<file path="src/sv/wrist_motion_awake_detector_assert.svh">
// assertion macros for the wrist motion awake detector
`ifndef WRIST_MOTION_AWAKE_DETECTOR_ASSERT_SVH
`define WRIST_MOTION_AWAKE_DETECTOR_ASSERT_SVH

`ifndef SYNTHESIS

// same-cycle implication
`define WMAD_ASSERT_IMP(name, clk, rst, ante, cons) \
  name: assert property (@(posedge clk) disable iff (rst) (ante) |-> (cons)) \
    else $error("same-cycle implication check failed");

// next-cycle implication
`define WMAD_ASSERT_NEXT(name, clk, rst, ante, cons) \
  name: assert property (@(posedge clk) disable iff (rst) (ante) |=> (cons)) \
    else $error("next-cycle implication check failed");

`else

`define WMAD_ASSERT_IMP(name, clk, rst, ante, cons)
`define WMAD_ASSERT_NEXT(name, clk, rst, ante, cons)

`endif

`endif

</file>
<file path="src/sv/wmad_pkg.sv">
// shared types and constants for the wrist motion awake detector
package wmad_pkg;

  localparam int NUM_AXES   = 3;
  localparam int AXIS_W     = 8;
  localparam int ACT_W      = 10;
  localparam int COUNT_W    = 16;
  localparam int RUN_W      = 4;
  localparam int WAIT_W     = 8;
  localparam int CFG_IDX_W  = 3;
  localparam int CFG_DATA_W = 16;

  // register indexes
  localparam logic [CFG_IDX_W-1:0] REG_WINDOW_LAST = 3'd0;
  localparam logic [CFG_IDX_W-1:0] REG_SURE_THR    = 3'd1;
  localparam logic [CFG_IDX_W-1:0] REG_MAYBE_THR   = 3'd2;
  localparam logic [CFG_IDX_W-1:0] REG_NO_THR      = 3'd3;
  localparam logic [CFG_IDX_W-1:0] REG_RUN_LIMIT   = 3'd4;
  localparam logic [CFG_IDX_W-1:0] REG_WAIT_WIN    = 3'd5;
  localparam logic [CFG_IDX_W-1:0] REG_VAR_LIMIT   = 3'd6;

  // register reset values
  localparam logic [COUNT_W-1:0] RST_WINDOW_LAST = 16'd1500;
  localparam logic [ACT_W-1:0]   RST_SURE_THR    = 10'd15;
  localparam logic [ACT_W-1:0]   RST_MAYBE_THR   = 10'd5;
  localparam logic [ACT_W-1:0]   RST_NO_THR      = 10'd1;
  localparam logic [RUN_W-1:0]   RST_RUN_LIMIT   = 4'd2;
  localparam logic [WAIT_W-1:0]  RST_WAIT_WIN    = 8'd10;
  localparam logic [AXIS_W-1:0]  RST_VAR_LIMIT   = 8'd5;

  localparam logic [AXIS_W-1:0] AXIS_MAX_RESET = 8'd0;
  localparam logic [AXIS_W-1:0] AXIS_MIN_RESET = 8'd255;

  typedef struct packed {
    logic [ACT_W-1:0]  sure_thr;
    logic [ACT_W-1:0]  maybe_thr;
    logic [ACT_W-1:0]  no_thr;
    logic [RUN_W-1:0]  run_limit;
    logic [WAIT_W-1:0] wait_win;
  } class_cfg_t;

  // per-lane control from the top level
  typedef struct packed {
    logic take;     // sample word accepted
    logic close;    // accepted word closes the window
    logic s2_load;  // stage 1 moves into stage 2
    logic s1_worn;  // worn flag of the window in stage 1
  } lane_ctl_t;

endpackage

</file>
<file path="src/sv/wmad_lane.sv">
// one axis lane: window extremes, range and range change
module wmad_lane (
  input  logic                          clk,
  input  logic                          rst,
  input  logic [wmad_pkg::AXIS_W-1:0]   sample,
  input  wmad_pkg::lane_ctl_t           ctl,
  input  logic [wmad_pkg::AXIS_W-1:0]   var_limit,
  output logic [wmad_pkg::AXIS_W-1:0]   diff
);

  logic [wmad_pkg::AXIS_W-1:0] cur_max;
  logic [wmad_pkg::AXIS_W-1:0] cur_min;
  logic [wmad_pkg::AXIS_W-1:0] cur_max_next;
  logic [wmad_pkg::AXIS_W-1:0] cur_min_next;
  logic [wmad_pkg::AXIS_W-1:0] win_max;
  logic [wmad_pkg::AXIS_W-1:0] win_min;
  logic [wmad_pkg::AXIS_W-1:0] prev_range;
  logic [wmad_pkg::AXIS_W-1:0] rng;
  logic [wmad_pkg::AXIS_W-1:0] prev_eff;

  assign cur_max_next = (sample > cur_max) ? sample : cur_max;
  assign cur_min_next = (sample < cur_min) ? sample : cur_min;

  // running extremes, restarted when a window closes
  always_ff @(posedge clk) begin
    if (rst) begin
      cur_max <= wmad_pkg::AXIS_MAX_RESET;
      cur_min <= wmad_pkg::AXIS_MIN_RESET;
    end else if (ctl.take) begin
      if (ctl.close) begin
        cur_max <= wmad_pkg::AXIS_MAX_RESET;
        cur_min <= wmad_pkg::AXIS_MIN_RESET;
      end else begin
        cur_max <= cur_max_next;
        cur_min <= cur_min_next;
      end
    end
  end

  // stage 1: final extremes of the closed window
  always_ff @(posedge clk) begin
    if (ctl.take && ctl.close) begin
      win_max <= cur_max_next;
      win_min <= cur_min_next;
    end
  end

  assign rng      = (win_max > win_min) ? (win_max - win_min) : '0;
  assign prev_eff = (rng > var_limit) ? '0 : prev_range;

  // stage 2: absolute range change, previous range kept for next window
  always_ff @(posedge clk) begin
    if (rst) begin
      prev_range <= '0;
    end else if (ctl.s2_load) begin
      prev_range <= ctl.s1_worn ? rng : '0;
    end
  end

  always_ff @(posedge clk) begin
    if (ctl.s2_load) begin
      diff <= (rng > prev_eff) ? (rng - prev_eff) : (prev_eff - rng);
    end
  end

endmodule

</file>
<file path="src/sv/wmad_classify.sv">
// merge of lane results: activity sum, hysteresis and awake decision
module wmad_classify (
  input  logic                                            clk,
  input  logic                                            rst,
  input  logic                                            load,
  input  logic                                            worn,
  input  logic [wmad_pkg::NUM_AXES-1:0][wmad_pkg::AXIS_W-1:0] diffs,
  input  wmad_pkg::class_cfg_t                            cfg,
  output logic                                            awake,
  output logic [wmad_pkg::ACT_W-1:0]                      activity
);

  logic [wmad_pkg::ACT_W-1:0]  act_sum;
  logic [wmad_pkg::RUN_W-1:0]  run;
  logic [wmad_pkg::RUN_W-1:0]  run_next;
  logic [wmad_pkg::WAIT_W-1:0] wait_cnt;
  logic [wmad_pkg::WAIT_W-1:0] wait_cnt_next;
  logic                        awake_flag;
  logic                        awake_flag_next;

  assign act_sum = wmad_pkg::ACT_W'(diffs[0]) + wmad_pkg::ACT_W'(diffs[1])
                 + wmad_pkg::ACT_W'(diffs[2]);

  always_comb begin
    run_next        = run;
    wait_cnt_next   = wait_cnt;
    awake_flag_next = awake_flag;
    if (!worn) begin
      run_next        = '0;
      wait_cnt_next   = '0;
      awake_flag_next = 1'b1;
    end else if (act_sum > cfg.sure_thr) begin
      run_next        = '0;
      wait_cnt_next   = '0;
      awake_flag_next = 1'b1;
    end else if (act_sum > cfg.maybe_thr) begin
      // moderate activity holds the state
    end else if (act_sum > cfg.no_thr) begin
      if (run < cfg.run_limit) begin
        run_next        = run + 1'b1;
        awake_flag_next = 1'b0;
        wait_cnt_next   = '0;
      end else begin
        awake_flag_next = 1'b1;
        wait_cnt_next   = cfg.wait_win;
      end
    end else begin
      if (run < cfg.run_limit) begin
        run_next        = '0;
        awake_flag_next = 1'b0;
      end else if (wait_cnt != '0) begin
        wait_cnt_next = wait_cnt - 1'b1;
        if (wait_cnt == wmad_pkg::WAIT_W'(1)) begin
          run_next        = '0;
          awake_flag_next = 1'b0;
        end
      end
    end
  end

  always_ff @(posedge clk) begin
    if (rst) begin
      run        <= '0;
      wait_cnt   <= '0;
      awake_flag <= 1'b1;
    end else if (load) begin
      run        <= run_next;
      wait_cnt   <= wait_cnt_next;
      awake_flag <= awake_flag_next;
    end
  end

  always_ff @(posedge clk) begin
    if (load) begin
      awake    <= awake_flag_next;
      activity <= worn ? act_sum : '0;
    end
  end

endmodule

</file>
<file path="src/sv/wrist_motion_awake_detector.sv">
// top level of the wrist motion awake detector
// usage:
//   slave stream s_* carries one three-axis accelerometer sample per word;
//   s_tuser carries the worn flag, which counts only on the window-closing word.
//   master stream m_* carries one result word per closed window: the awake
//   decision and the activity value (0 when the wrist is not worn).
//   configuration is written through cfg_we/cfg_index/cfg_data while idle.
// throughput: one sample word per clock unless a closing word stalls; three
//   axis lanes run side by side. a window-closing word passes three register
//   stages (lane extremes, lane range change, merge/output register) before
//   m_tvalid rises, the first loaded at the accepting edge.
// stall: words that do not close a window are always taken; a closing word
//   waits only when the two lane stages and the output register are all full,
//   so up to three results may queue behind a stalled receiver.
// reset: rst is synchronous; registers return to their defaults, extremes to
//   0/255, previous ranges and run/wait counters to zero, awake to one.
module wrist_motion_awake_detector (
  input  logic        clk,
  input  logic        rst,
  input  logic        s_tvalid,
  output logic        s_tready,
  input  logic [23:0] s_tdata,   // accel_x [7:0], accel_y [15:8], accel_z [23:16]
  input  logic        s_tuser,   // worn
  output logic        m_tvalid,
  input  logic        m_tready,
  output logic [15:0] m_tdata,   // awake [0], activity [10:1], zero [15:11]
  input  logic        cfg_we,
  input  logic [wmad_pkg::CFG_IDX_W-1:0]  cfg_index,
  input  logic [wmad_pkg::CFG_DATA_W-1:0] cfg_data
);

  // configuration registers
  logic [wmad_pkg::COUNT_W-1:0] window_last;
  logic [wmad_pkg::AXIS_W-1:0]  var_limit;
  wmad_pkg::class_cfg_t         class_cfg;

  always_ff @(posedge clk) begin
    if (rst) begin
      window_last         <= wmad_pkg::RST_WINDOW_LAST;
      class_cfg.sure_thr  <= wmad_pkg::RST_SURE_THR;
      class_cfg.maybe_thr <= wmad_pkg::RST_MAYBE_THR;
      class_cfg.no_thr    <= wmad_pkg::RST_NO_THR;
      class_cfg.run_limit <= wmad_pkg::RST_RUN_LIMIT;
      class_cfg.wait_win  <= wmad_pkg::RST_WAIT_WIN;
      var_limit           <= wmad_pkg::RST_VAR_LIMIT;
    end else if (cfg_we) begin
      unique case (cfg_index)
        wmad_pkg::REG_WINDOW_LAST: window_last <= cfg_data;
        wmad_pkg::REG_SURE_THR:    class_cfg.sure_thr  <= cfg_data[wmad_pkg::ACT_W-1:0];
        wmad_pkg::REG_MAYBE_THR:   class_cfg.maybe_thr <= cfg_data[wmad_pkg::ACT_W-1:0];
        wmad_pkg::REG_NO_THR:      class_cfg.no_thr    <= cfg_data[wmad_pkg::ACT_W-1:0];
        wmad_pkg::REG_RUN_LIMIT:   class_cfg.run_limit <= cfg_data[wmad_pkg::RUN_W-1:0];
        wmad_pkg::REG_WAIT_WIN:    class_cfg.wait_win  <= cfg_data[wmad_pkg::WAIT_W-1:0];
        wmad_pkg::REG_VAR_LIMIT:   var_limit <= cfg_data[wmad_pkg::AXIS_W-1:0];
        default: ;  // unused index, write dropped
      endcase
    end
  end

  // pipeline control: stage 1 (window extremes), stage 2 (range change),
  // output register (merge result)
  logic s1_valid, s1_worn, s2_valid, s2_worn;
  logic out_ready, s2_ready, s1_ready;
  logic close_now, s_take, s2_load, out_load;
  logic [wmad_pkg::COUNT_W-1:0] sample_counter;

  assign out_ready = !m_tvalid || m_tready;
  assign s2_ready  = !s2_valid || out_ready;
  assign s1_ready  = !s1_valid || s2_ready;
  // window closes once the counter has reached the limit
  assign close_now = (sample_counter >= window_last);
  assign s_tready  = !close_now || s1_ready;
  assign s_take    = s_tvalid && s_tready;
  assign s2_load   = s1_valid && s2_ready;
  assign out_load  = s2_valid && out_ready;

  always_ff @(posedge clk) begin
    if (rst) begin
      sample_counter <= '0;
    end else if (s_take) begin
      sample_counter <= close_now ? '0 : sample_counter + 1'b1;
    end
  end

  always_ff @(posedge clk) begin
    if (rst) begin
      s1_valid <= 1'b0;
      s2_valid <= 1'b0;
      m_tvalid <= 1'b0;
    end else begin
      if (s_take && close_now) begin
        s1_valid <= 1'b1;
      end else if (s2_load) begin
        s1_valid <= 1'b0;
      end
      if (s2_load) begin
        s2_valid <= 1'b1;
      end else if (out_load) begin
        s2_valid <= 1'b0;
      end
      if (out_load) begin
        m_tvalid <= 1'b1;
      end else if (m_tready) begin
        m_tvalid <= 1'b0;
      end
    end
  end

  // worn flag travels with the closed window
  always_ff @(posedge clk) begin
    if (s_take && close_now) begin
      s1_worn <= s_tuser;
    end
    if (s2_load) begin
      s2_worn <= s1_worn;
    end
  end

  // axis lanes
  wmad_pkg::lane_ctl_t lane_ctl;
  logic [wmad_pkg::NUM_AXES-1:0][wmad_pkg::AXIS_W-1:0] lane_diff;

  assign lane_ctl.take    = s_take;
  assign lane_ctl.close   = close_now;
  assign lane_ctl.s2_load = s2_load;
  assign lane_ctl.s1_worn = s1_worn;

  for (genvar i = 0; i < wmad_pkg::NUM_AXES; i++) begin : g_lane
    wmad_lane u_lane (
      .clk       (clk),
      .rst       (rst),
      .sample    (s_tdata[i*wmad_pkg::AXIS_W +: wmad_pkg::AXIS_W]),
      .ctl       (lane_ctl),
      .var_limit (var_limit),
      .diff      (lane_diff[i])
    );
  end

  // merge and decision, registered into the output word
  logic                       res_awake;
  logic [wmad_pkg::ACT_W-1:0] res_activity;

  wmad_classify u_classify (
    .clk      (clk),
    .rst      (rst),
    .load     (out_load),
    .worn     (s2_worn),
    .diffs    (lane_diff),
    .cfg      (class_cfg),
    .awake    (res_awake),
    .activity (res_activity)
  );

  assign m_tdata = {5'd0, res_activity, res_awake};

  `include "wrist_motion_awake_detector_assert.svh"

  // non-closing sample words are never held off
  `WMAD_ASSERT_IMP(a_ready_only_on_close, clk, rst, !s_tready, close_now)
  // counter steps by one on every accepted word that keeps the window open
  `WMAD_ASSERT_NEXT(a_count_step, clk, rst, s_take && !close_now,
                    sample_counter == $past(sample_counter) + 1'b1)
  // a new result only comes out of a filled stage 2
  `WMAD_ASSERT_IMP(a_result_source, clk, rst, $rose(m_tvalid), $past(s2_valid))

endmodule

</file>
<file path="config.mk">
export PLATFORM = sky130hd
export DESIGN_NAME = wrist_motion_awake_detector
export DESIGN_NICKNAME = d
export VERILOG_FILES = /design/src/sv/wmad_pkg.sv /design/src/sv/wmad_lane.sv /design/src/sv/wmad_classify.sv /design/src/sv/wrist_motion_awake_detector.sv
export VERILOG_INCLUDE_DIRS = /design/src /design/src/sv
export SDC_FILE = /design/constraint.sdc
export NUM_CORES = 1
export LEC_CHECK = 0
export ABC_AREA = 1
export BUFFER_PORTS_ARGS = -buffer_cell sky130_fd_sc_hd__buf_2
export CAP_MARGIN = 20
export CORE_MARGIN = 2
export CORE_UTILIZATION = 23
export DETAILED_ROUTE_END_ITERATION = 12
export GPL_TIMING_DRIVEN = 1
export PLACE_DENSITY = 0.37
export SYNTH_ARGS = -nofsm -noshare
export SYNTH_HDL_FRONTEND = slang
export SYNTH_SLANG_ARGS = --single-unit
export TNS_END_PERCENT = 20
</file>
<file path="constraint.sdc">
create_clock -name clk -period 9.4 [get_ports clk]
set_clock_uncertainty 0.05 [all_clocks]
set_input_delay 0.94 -clock clk [delete_from_list [all_inputs] [get_ports clk]]
set_output_delay 0.94 -clock clk [all_outputs]
set_load 0.02 [all_outputs]
</file>
==> impl_results.md <==
- CP Capture Point: g_lane[0].u_lane.diff[5]
- Grt ovf: 0
- Syn Area/Cell: between 7 and 8 um^2
- Share of layout cells above drive strength 1: 0.0854
- Synth-to-layout area growth: 14.7%
- Top Ports: 67
- Most frequent cells in the layout: nand2_1, inv_1, a21oi_1
- Max-cap violation count: 0
- Worst slew margin: 0.332
- Setup ws final: around 4000 ps
- Worst setup path start: g_lane[0].u_lane.win_min[1]
- Pre-CTS setup slack: ~4000 ps
- Outcome: finished clean
- # fillers: just under 8,000
- Dpl cell area: approximately 18,000 um^2
- EDFF count, synth: 85
- RR Startpoint: g_lane[0].u_lane.win_min[1]
- Setup TNS: 0 ps
- Post-layout min period: approximately 5400 ps
- CTS root buf: clkbuf_16
- DRT iter0 DRCs: 511
- I/O Buffers: 61
- Cells on worst reg2reg path: 34
- Cell Pwr Density: roughly 140 nW/um^2
- Final Util: 0.267
- Clk sinks: roughly 260
- Die area: 73,000 um^2
- Core ar.: approximately 70,000 um^2
- Sequential element share of the synthesized area: 0.366
- H-tree Lvls: 2
- Routed via count: between 10,000 and 15,000
- GRT Util Overall: 0.115
- R2R setup slack: a little over 4000 ps
- Starting density of the core: 0.233
- Fin Hold WS: 414 ps
- Clk pwr share: 0.465
- Longest Clk Path Bufs: 3
- First-pass GRT wire length: 68,400 um
- Syn Inst Count: 2,086
- Crit-path max FO: 9
- Total CTS buffers: 34
- Die Span Y: about 270 um
- DR pass1 iterations: 5
- Kind of end point of the critical path: flop
- FP Rows: 97
- Worst-margin pin slew: between 900 and 1000 ps
- DR WL/cell: 13.5 um
- Count of final max-slew check failures: 0
- Antenna violations before repair: 2
- Ys async rst share: 0
- DIE WIDTH: approximately 270 um
- Switching power: approximately 700 uW
- Worst hold path type: reg2reg
- Post-DP HPWL: approximately 32,000 um
- Largest net degree at the start of global routing: a little under 80
- Final wirelength: roughly 42,000 um
- Cell variety after synth: between 50 and 60
- Setup CP Type: reg2reg
- Fin. Hold Viols: 0
- Cell mode on critical path: nand2_1
- Post-DRT Antenna Nets: 0
- CP arrival: approximately 5600 ps
- Cell-internal power: 2000 uW
- RR Endpoint: g_lane[0].u_lane.diff[5]
- Commonest non-fill, non-tap cell in the layout: nand2_1
- CTS resizes: 0
- DR DRC count: 0
- Static leakage: roughly 0.0086 uW
- Worst vdd ir: between 0.07 and 0.08 mV
- Clk slew on worst S/H paths: 60 ps
- Main synth FF type: dfxtp_1
- N_diodes: 0
- Vias in the first global route: approximately 13,000
- Critical path's largest stage delay: ~430 ps
- Setup bufs post-CTS: 0
- Sequential share of power: 0.441
- Final setup fails: 0
- Top-area cell type share of the netlist area: 0.209
- Switch share: 0.256
- CTS tree: yes
- Skew-Pair Late Insertion Delay: around 530 ps
- Slowest cell on the critical path: ha_1
- Area contributors post-synth: dfxtp_1, ha_1, edfxtp_1
- Yosys top cell by area: dfxtp_1
- Mapped Area: around 16,000 um^2
- Crit path launch type: flop
- Warnings, synthesis: 0
- Crit share post-route: 0.572
- Gpl congestion: around 0.76
- Worst path required time: 9640 ps
- RSZ-0062 raised after global routing: no
- Via/cell ratio: approximately 4.2
- # hold bufs at CTS: 0
- Post-route cell area: approximately 19,000 um^2
- Logic pwr share: 0.093
- #FFs+latches synth: 255
- Highest clock rate: ~0.19 GHz
- Nets: between 2,000 and 2,500
## state kept, by name, summed over array words and instances, names as in the netlist, 8 cells and up
signal                    cells
g_lane.u_lane.cur_min        24
window_last                  16
u_classify.wait_cnt           8
g_lane.u_lane.cur_max        24
g_lane.u_lane.win_max        24
class_cfg                    42
g_lane.u_lane.win_min        24
var_limit                     8
g_lane.u_lane.diff           24
g_lane.u_lane.prev_range     24
u_classify.activity          10
sample_counter               16
## routing by layer
layer	global-route usage	wire length, um	vias up
li1	-	-	6970
met1	0.162	21500	5881
met2	0.184	18600	116
met3	0.0169	1120	42
met4	0.0273	726	0
met5	0	0	-
## worst min-delay path by stage
stage / start / endpoint / slack (ps) / cells past startpoint
floorplan: class_cfg[2] / class_cfg[2] / 370 / 2
global route: class_cfg[36] / class_cfg[36] / 430 / 2
finish: g_lane[1].u_lane.cur_max[4] / g_lane[1].u_lane.cur_max[4] / 410 / 2
detailed placement: g_lane[1].u_lane.cur_max[4] / g_lane[1].u_lane.cur_max[4] / 410 / 2
CTS: g_lane[1].u_lane.cur_max[4] / g_lane[1].u_lane.cur_max[4] / 420 / 2
global placement: class_cfg[37] / class_cfg[37] / 400 / 2
## worst max-delay path, delay by kind of cell, from the launching register on
kind / cells / cell delay (ps)
fa+ha+maj: 3 / 1000
simple gates: 20 / 1670
flops: 1 / 400
compound gates: 9 / 1850
buf+inv: 2 / 170
## power by group through the flow
stage	logic (uW)	clock network (uW)	registers, uW
after floorplan	176	0	1210
after global placement	250	0	1210
after detailed placement	253	0	1210
after CTS	254	1310	1190
after global routing	296	1350	1190
final	250	1250	1190
## through the flow
stage,power (uW),std cells
floorplan,1380,2090
global placement,1460,3047
detailed placement,1460,3047
CTS,2750,3105
global route,2830,3107
finish,2690,3107
## cells in the mapped netlist, types with 17 or more instances
library cell / instances
nand2_1: 397
inv_1: 377
a21oi_1: 235
ha_1: 205
dfxtp_1: 170
nor2_1: 124
o21ai_0: 124
edfxtp_1: 85
o211ai_1: 51
nand3_1: 41
clkbuf_1: 34
nand2_2: 26
nor3_1: 25
xor2_1: 22
nand4_1: 17
## area by class of cell
cell class	count	area [um^2]	area share
clock buffers	44	918	0.0491
clock inverters	14	136	0.00730
well taps	940	1180	0.0629
flip-flops and latches	255	5960	0.319
repair buffers	72	388	0.0207
inverters	380	1430	0.0763
multi-input cells	1402	8690	0.465
## logic make-up (layout without fill, tap and decap cells)
| kind of cell | count (synthesis) | after routing | synth area share |
|---|---|---|---|
| and+or+nand+nor | 666 | 666 | 0.178 |
| muxes | 11 | 11 | 0.00699 |
| other | 1 | 5 | 0.000230 |
| DFF | 255 | 255 | 0.366 |
| AOI/OAI and AO/OA | 473 | 473 | 0.163 |
| buffers and inverters | 433 | 510 | 0.102 |
| xor gates and xnor gates | 37 | 37 | 0.0199 |
| adders and majority gates | 210 | 210 | 0.164 |
Power figures use the tool's default switching activity.
